**config.mk**
```make
export PLATFORM = sky130hd
export DESIGN_NAME = b2d_stack
export DESIGN_NICKNAME = d
export VERILOG_FILES = /design/src/design/b2d_pkg.sv /design/src/design/b2d_stack.sv
export SDC_FILE = /design/constraint.sdc
export NUM_CORES = 1
export LEC_CHECK = 0
export BUFFER_PORTS_ARGS = -buffer_cell sky130_fd_sc_hd__buf_2
export CAP_MARGIN = 10
export CORE_UTILIZATION = 59
export CTS_BUF_LIST = sky130_fd_sc_hd__clkbuf_2 sky130_fd_sc_hd__clkbuf_4 sky130_fd_sc_hd__clkbuf_8
export CTS_CLUSTER_DIAMETER = 80
export CTS_CLUSTER_SIZE = 20
export DETAILED_ROUTE_END_ITERATION = 6
export PLACE_DENSITY = 0.91
export REMOVE_ABC_BUFFERS = 1
export SYNTH_ARGS = -nofsm -noshare
export SYNTH_HDL_FRONTEND = slang
export SYNTH_SLANG_ARGS = --single-unit
```
**constraint.sdc**
```tcl
create_clock -name clock -period 2.8 [get_ports clock]
set_input_delay 0.28 -clock clock [delete_from_list [all_inputs] [get_ports clock]]
set_output_delay 0.28 -clock clock [all_outputs]
set_load 0.01 [all_outputs]
```
**src/design/b2d_pkg.sv**
```systemverilog
// Shared types, constants and helpers for the binary to decimal ASCII converter.
`default_nettype none

package b2d_pkg;

   localparam int VALUE_W = 20;
   localparam int VALUE_DIGITS = 7;
   localparam int DIGIT_W = 4;
   localparam int CHAR_W = 6;
   localparam int REQ_DATA_W = 24;
   localparam int RSP_DATA_W = 8;

   localparam logic [VALUE_W+3:0] RECIP10 = 24'd838861;
   localparam int RECIP_SHIFT = 23;

   localparam logic [CHAR_W-1:0] ASCII_ZERO = 6'd48;
   localparam logic [CHAR_W-1:0] ASCII_NUL = 6'd0;

   typedef enum logic [1:0] {
      ST_IDLE,
      ST_DIV,
      ST_EMIT
   } state_type;

   typedef struct packed {
      logic clear;
      logic push;
      logic pop;
   } stk_ctrl_type;

   typedef struct packed {
      logic empty;
      logic last_slot;
   } stk_stat_type;

   function automatic logic [63:0] pow10(input int n);
      logic [63:0] acc;
      acc = 64'd1;
      for (int k = 0; k < n; k++) begin
         acc = acc * 64'd10;
      end
      return acc;
   endfunction

endpackage

`default_nettype wire

```
**src/design/b2d_stack.sv**
```systemverilog
// Digit stack: remainders pushed least significant first, popped most significant first.
`default_nettype none

module b2d_stack #(
   parameter int DEPTH = 6
) (
   input  wire logic                       clock,
   input  wire logic                       reset,
   input  wire b2d_pkg::stk_ctrl_type      ctrl,
   input  wire logic [b2d_pkg::DIGIT_W-1:0] push_digit,
   output b2d_pkg::stk_stat_type           stat,
   output logic [b2d_pkg::DIGIT_W-1:0]     top_digit
);
   import b2d_pkg::*;

   localparam int CNT_W = $clog2(DEPTH + 1);
   localparam int IDX_W = (DEPTH > 1) ? $clog2(DEPTH) : 1;

   logic [DIGIT_W-1:0] dig_ff [DEPTH];
   logic [CNT_W-1:0]   cnt_ff;
   logic [CNT_W-1:0]   cnt_in;
   logic [CNT_W-1:0]   cnt_dec;
   logic [IDX_W-1:0]   top_idx;

   always_comb begin
      cnt_dec = cnt_ff - CNT_W'(1);
      top_idx = cnt_dec[IDX_W-1:0];
      top_digit = dig_ff[top_idx];
      stat.empty = (cnt_ff == '0);
      stat.last_slot = (cnt_ff == CNT_W'(DEPTH - 1));
      cnt_in = cnt_ff;
      if (ctrl.clear) begin
         cnt_in = '0;
      end else if (ctrl.push) begin
         cnt_in = cnt_ff + CNT_W'(1);
      end else if (ctrl.pop) begin
         cnt_in = cnt_dec;
      end
   end

   always_ff @(posedge clock) begin
      if (reset) begin
         cnt_ff <= '0;
      end else begin
         cnt_ff <= cnt_in;
      end
   end

   always_ff @(posedge clock) begin
      for (int i = 0; i < DEPTH; i++) begin
         if (ctrl.push && !ctrl.clear && (cnt_ff == CNT_W'(i))) begin
            dig_ff[i] <= push_digit;
         end
      end
   end

`ifndef ASSERT_OFF
   a_no_push_pop: assert property (@(posedge clock) disable iff (reset)
      !(ctrl.push && ctrl.pop))
      else $error("stack push and pop in the same cycle");
   a_no_underflow: assert property (@(posedge clock) disable iff (reset)
      (ctrl.pop && !ctrl.clear) |-> (cnt_ff != '0))
      else $error("stack pop while empty");
   a_no_overflow: assert property (@(posedge clock) disable iff (reset)
      (ctrl.push && !ctrl.clear) |-> (cnt_ff < CNT_W'(DEPTH)))
      else $error("stack push while full");
   a_cnt_range: assert property (@(posedge clock) disable iff (reset)
      cnt_ff <= CNT_W'(DEPTH))
      else $error("stack count beyond depth");
`endif

endmodule

`default_nettype wire

```
# Word level (Yosys, flattened, before mapping)

Memory sizes are Yosys's and may differ from the RTL's.
Cells that the tools add are included.

Register bits: 3
Bits in writable memories: 24
Bits of input ports: 9
Output and inout port bits: 6
Logic and storage cells: 54
Memories kept: 1

Add/sub/neg operators: 2
Equal/unequal tests: 5
Mux-type cells: 29
Reductions and logical operators: 16

Memory list:

| memory | words | width | rd ports | clocked after memory_dff | wr ports | line            | RTL |
|---|---|---|---|---|---|---|---|
| dig_ff | 6     | 4     | 1        | 0                        | 1        | b2d_stack.sv:19 | `logic [DIGIT_W-1:0] dig_ff [DEPTH];` |

Operators with widths:

| operator              | number |
|---|---|
| $mux W3               | 7 |
| $mux W4               | 5 |
| $reduce_or A4 Y1      | 5 |
| $mux W1               | 17 |
| $logic_and A1 B1 Y1   | 7 |
| $eq A3 B2 Y1 const B  | 2 |
| $eq A3 B3 Y1 const B  | 2 |
| $add A3 B1 Y3 const B | 1 |
| $eq A3 B1 Y1 const B  | 1 |
| $logic_not A3 Y1      | 1 |
| $sub A3 B1 Y3 const B | 1 |
| $reduce_bool A2 Y1    | 1 |
| $reduce_or A2 Y1      | 1 |
| $logic_not A1 Y1      | 1 |

# Depth between registers and ports, before layout

Depth after elaboration: 11
Depth in mapped cells: 6
Depth with buffers taken out: 4

# Worst setup path after synthesis

OpenSTA, ideal clock, no wires.

Path kind: register -> output
From: register cnt_ff[0]
To: output port top_digit[0] (netlist name)
Arrival: 2,005 ps
Required time: 2,520 ps
Path slack: 515 ps
Stages on the path, launching flop included: 7
Path buffers: 2
Cell sequence: dfxtp_1 -> clkbuf_1 -> inv_1 -> ha_1 -> buf_6 -> mux2_2 -> mux4_2

Cells in the longest elaborated chain, start to end: 2

RTL lines:

| element                | line            | RTL |
|---|---|---|
| from (decl)            | b2d_stack.sv:20 | `logic [CNT_W-1:0] cnt_ff;` |
| from (signal assigned) | b2d_stack.sv:45 | `cnt_ff <= cnt_in;` |
| $sub A3 B1 Y3          | b2d_stack.sv:26 | `cnt_dec = cnt_ff - CNT_W'(1);` |
| $mem_v2 Z6 W4          | --              |  |
| to (decl)              | b2d_stack.sv:12 | `output logic [b2d_pkg::DIGIT_W-1:0] top_digit` |

No other way between the ends.

# Worst setup path in the final report

From: register cnt_ff[1]
To: output port top_digit[2] (netlist name)

Same word-level chain as after synthesis.

==> reports/summary.log <==
[logic_synthesis] count of warnings emitted by yosys 0
[timing] count of pins over their slew limit 0
[setup_path] maximum fanout encountered on the critical timing path 10
[detailed_routing] Pre-antenna DRT Iters 2
[setup_path] R2R setup slack 0.99 ns
[logic_synthesis] count of distinct cell types in the synthesized netlist 23
[setup_path] Data arrival, critical path 2.32 ns
[detailed_routing] number of vias in the routed layout 640
[die] Initial Utilization 0.6263
[power_and_ir_drop] worst IR drop on VDD 0.3182 mV
[timing] setup repair after global routing missed its margin false
[die] number of cell rows 16
[detailed_routing] average routed wire per standard cell 16.26 microns
[min_path] Hold Path Class in2reg
[finish] diode insertion count for antenna repair 0
[logic_synthesis] synthesized area per cell 16.66 sq um
[power_and_ir_drop] leakage power total 0.4863 nW
[clock_network] number of cells upsized or downsized after cts 0
[global_routing] GRT Total Usage 0.2139
[clock_network] number of buffers added by the clock tree synthesis step 3
[finish] fraction of layout cells with a size suffix above 1 0.3333
[clock_network] clock-pin slew on the worst setup and hold paths 0.13 ns
[timing] sum of negative setup slack 0 ns
[setup_path] required time of the critical path 2.52 ns
[logic_synthesis] proportion of synthesized chip area in sequential cells 0.6420
[placed_design] PortBufs 14
[clock_network] Clock Sinks 27
[timing] Worst-Margin Slew 0.4867 ns
[detailed_routing] violation count after the first detailed-routing iteration 3
[flow_run] max-cap check violation count 0
[logic_synthesis] cell type with the highest aggregate area in the netlist edfxtp_1
[logic_synthesis] number of instances in the synthesized netlist 73
[global_routing] largest net degree at the start of global routing 15
[logic_synthesis] count of state elements after synthesis 27
[logic_synthesis] area of the mapped netlist 1216 sq um
[min_path] Hold Crit Start reset
[finish] count of placed standard cells in the final layout, fillers left out 117
[detailed_routing] Via density 5.470
[logic_synthesis] commonest register cell after synthesis edfxtp_1
[die] die area 2247 sq um
[die] height of the chip 47.40 microns
[setup_path] depth of the worst register-to-register path 4
[logic_synthesis] ranking of synthesized cells by instance count 24 x edfxtp_1, 6 x and2_1, 6 x ha_1
[setup_path] worst reg2reg path endpoint cnt_ff[1]
[global_routing] number of global-route vias before repair 628
[clock_network] total setup buffers inserted after CTS 0
[clock_network] Post-CTS Hold Buffers 0
[finish] final core occ 0.6914
[setup_path] Crit Reg-Reg Startpoint cnt_ff[1]
[min_path] number of instances on the worst hold path 2
[timing] Min Clock Period, post-route 2.603 ns
[timing] number of setup violations in the final report 0
[logic_synthesis] most common cell in the netlist edfxtp_1
[timing] fin crit share 0.9298
[logic_synthesis] cell types with the largest area share after synthesis edfxtp_1 59%, mux4_2 7.4%, ha_1 6.2%
[finish] number of fill cells in the layout 139
[detailed_routing] DR DRC count 0
[clock_network] clk_lat worst skew 0.31 ns
[global_routing] grt ovf 0
[min_path] hold worst-path end cnt_ff[1]
[die] standard cell core area 1942 sq um
[setup_path] sort of element at the start of the critical path flop
[power_and_ir_drop] pwr dens 521.3 nW/um^2
[die] Die Span X 47.40 microns
[die] IO Pins 15
[detailed_routing] Post-DRT Antenna Nets 0
[timing] Achievable Freq 0.3841 GHz
[finish] synth-to-layout area growth 10.39%
[placed_design] number of instances in the placed design 113
[setup_path] type of the worst setup path reg2out
[placed_design] minimum setup slack after placement 0.5451 ns
[logic_synthesis] number of enable flip-flop cells after synthesis 24
[setup_path] startpoint of the worst setup timing path cnt_ff[1]
[detailed_routing] post-detailed-routing wire length 1903 microns
[global_routing] number of antenna violations at the first check in global routing 0
[global_routing] wire length of the first global-routing pass 3029 microns
[clock_network] H-tree Lvls 1
[timing] final hold violation count 0
[clock_network] cell chosen for the clock root clkbuf_4
[logic_synthesis] async set-or-reset flop fraction in the synthesized netlist 0
[status] run status finished clean
[timing] Setup WS post-layout 0.1967 ns
[finish] Post-layout nets 106
[clock_network] clock buffer depth 2
[logic_synthesis] fraction of post-synthesis cell area in the top cell type by area 0.5926
[placed_design] HPWL after DPL 1438 microns
[placed_design] GPL Wtd Cong 0.7362
[timing] Clock Skew 0.0008514 ns
[timing] worst slew margin relative to its limit 0.6732
[setup_path] Setup crit end kind output pin
[clock_network] CTS tree built
-- through the flow --
stage	area, sq um	total power, W	hold WS (ns)
floorplan	1201	0.0005079	0.3521
global placement	1313	0.0005364	0.4696
detailed placement	1313	0.0005391	0.4683
CTS	1343	0.0007041	0.1217
global route	1343	0.0007306	0.1151
finish	1343	0.0006998	0.1282
-- cell type report --
class	instances	area, sq um	share of cell area
sequential	27	780.7	0.5815
timing repair buffer	15	77.57	0.05778
tap	27	33.78	0.02516
inverter	3	11.26	0.008388
multi-input combinational	41	409.1	0.3048
clock buffer	4	30.03	0.02237
-- power by group --
group          switching [W]  leakage [nW]  internal (W)  total (W)
registers         0.00000329         0.242      0.000445   0.000449
clock network       0.000105        0.0184     0.0000654   0.000170
logic              0.0000411         0.226     0.0000396  0.0000807
-- registers in the layout, indices dropped and copies added, names as in the netlist --
signal,count
dig_ff,24
cnt_ff,3
-- worst max-delay path by stage --
stage	endpoint	slack (ns)	cells past startpoint
2_1_floorplan	top_digit[0]	0.57	4
3_3_place_gp	top_digit[2]	0.57	5
3_5_place_dp	top_digit[0]	0.55	5
4_1_cts	top_digit[2]	0.17	5
5_1_grt	top_digit[3]	0.04	5
6_report	top_digit[2]	0.20	5
-- placed cells by master (no fill, tap or decap), types with 3 or more instances in the layout --
master and n:
clkbuf_4 4, and2_1 6, dfxtp_1 3, ha_1 6, edfxtp_1 24, mux4_2 4
buf_2 14, mux2_2 5, inv_1 3, mux2_1 3
-- kinds of logic after synthesis --
group | after synthesis | share of synthesized area
adders and majority gates | 6 | 0.06173
DFF | 27 | 0.6420
muxes | 12 | 0.1481
xor gates and xnor gates | 1 | 0.007203
AOI/OAI and AO/OA | 4 | 0.02572
and+or+nand+nor | 18 | 0.09363
buffers and inverters | 5 | 0.02160
-- routing by layer --
metal  vias to the layer above  GRT usage  wire length (microns)
met1                       308     0.2766                    814
met2                        15     0.3397                    992
met4                         0     0.1200                     52
met5                         -          0                      0
li1                        311          -                      -
met3                         6    0.03846                     44
-- worst max-delay path, stage by stage (launching register included) --
cell and delay, ns:
dfxtp_1 0.40, inv_1 0.09, ha_1 0.52, mux2_2 0.39, mux4_2 0.46, buf_2 0.15
No activity file was read; power rests on OpenSTA's default activity.
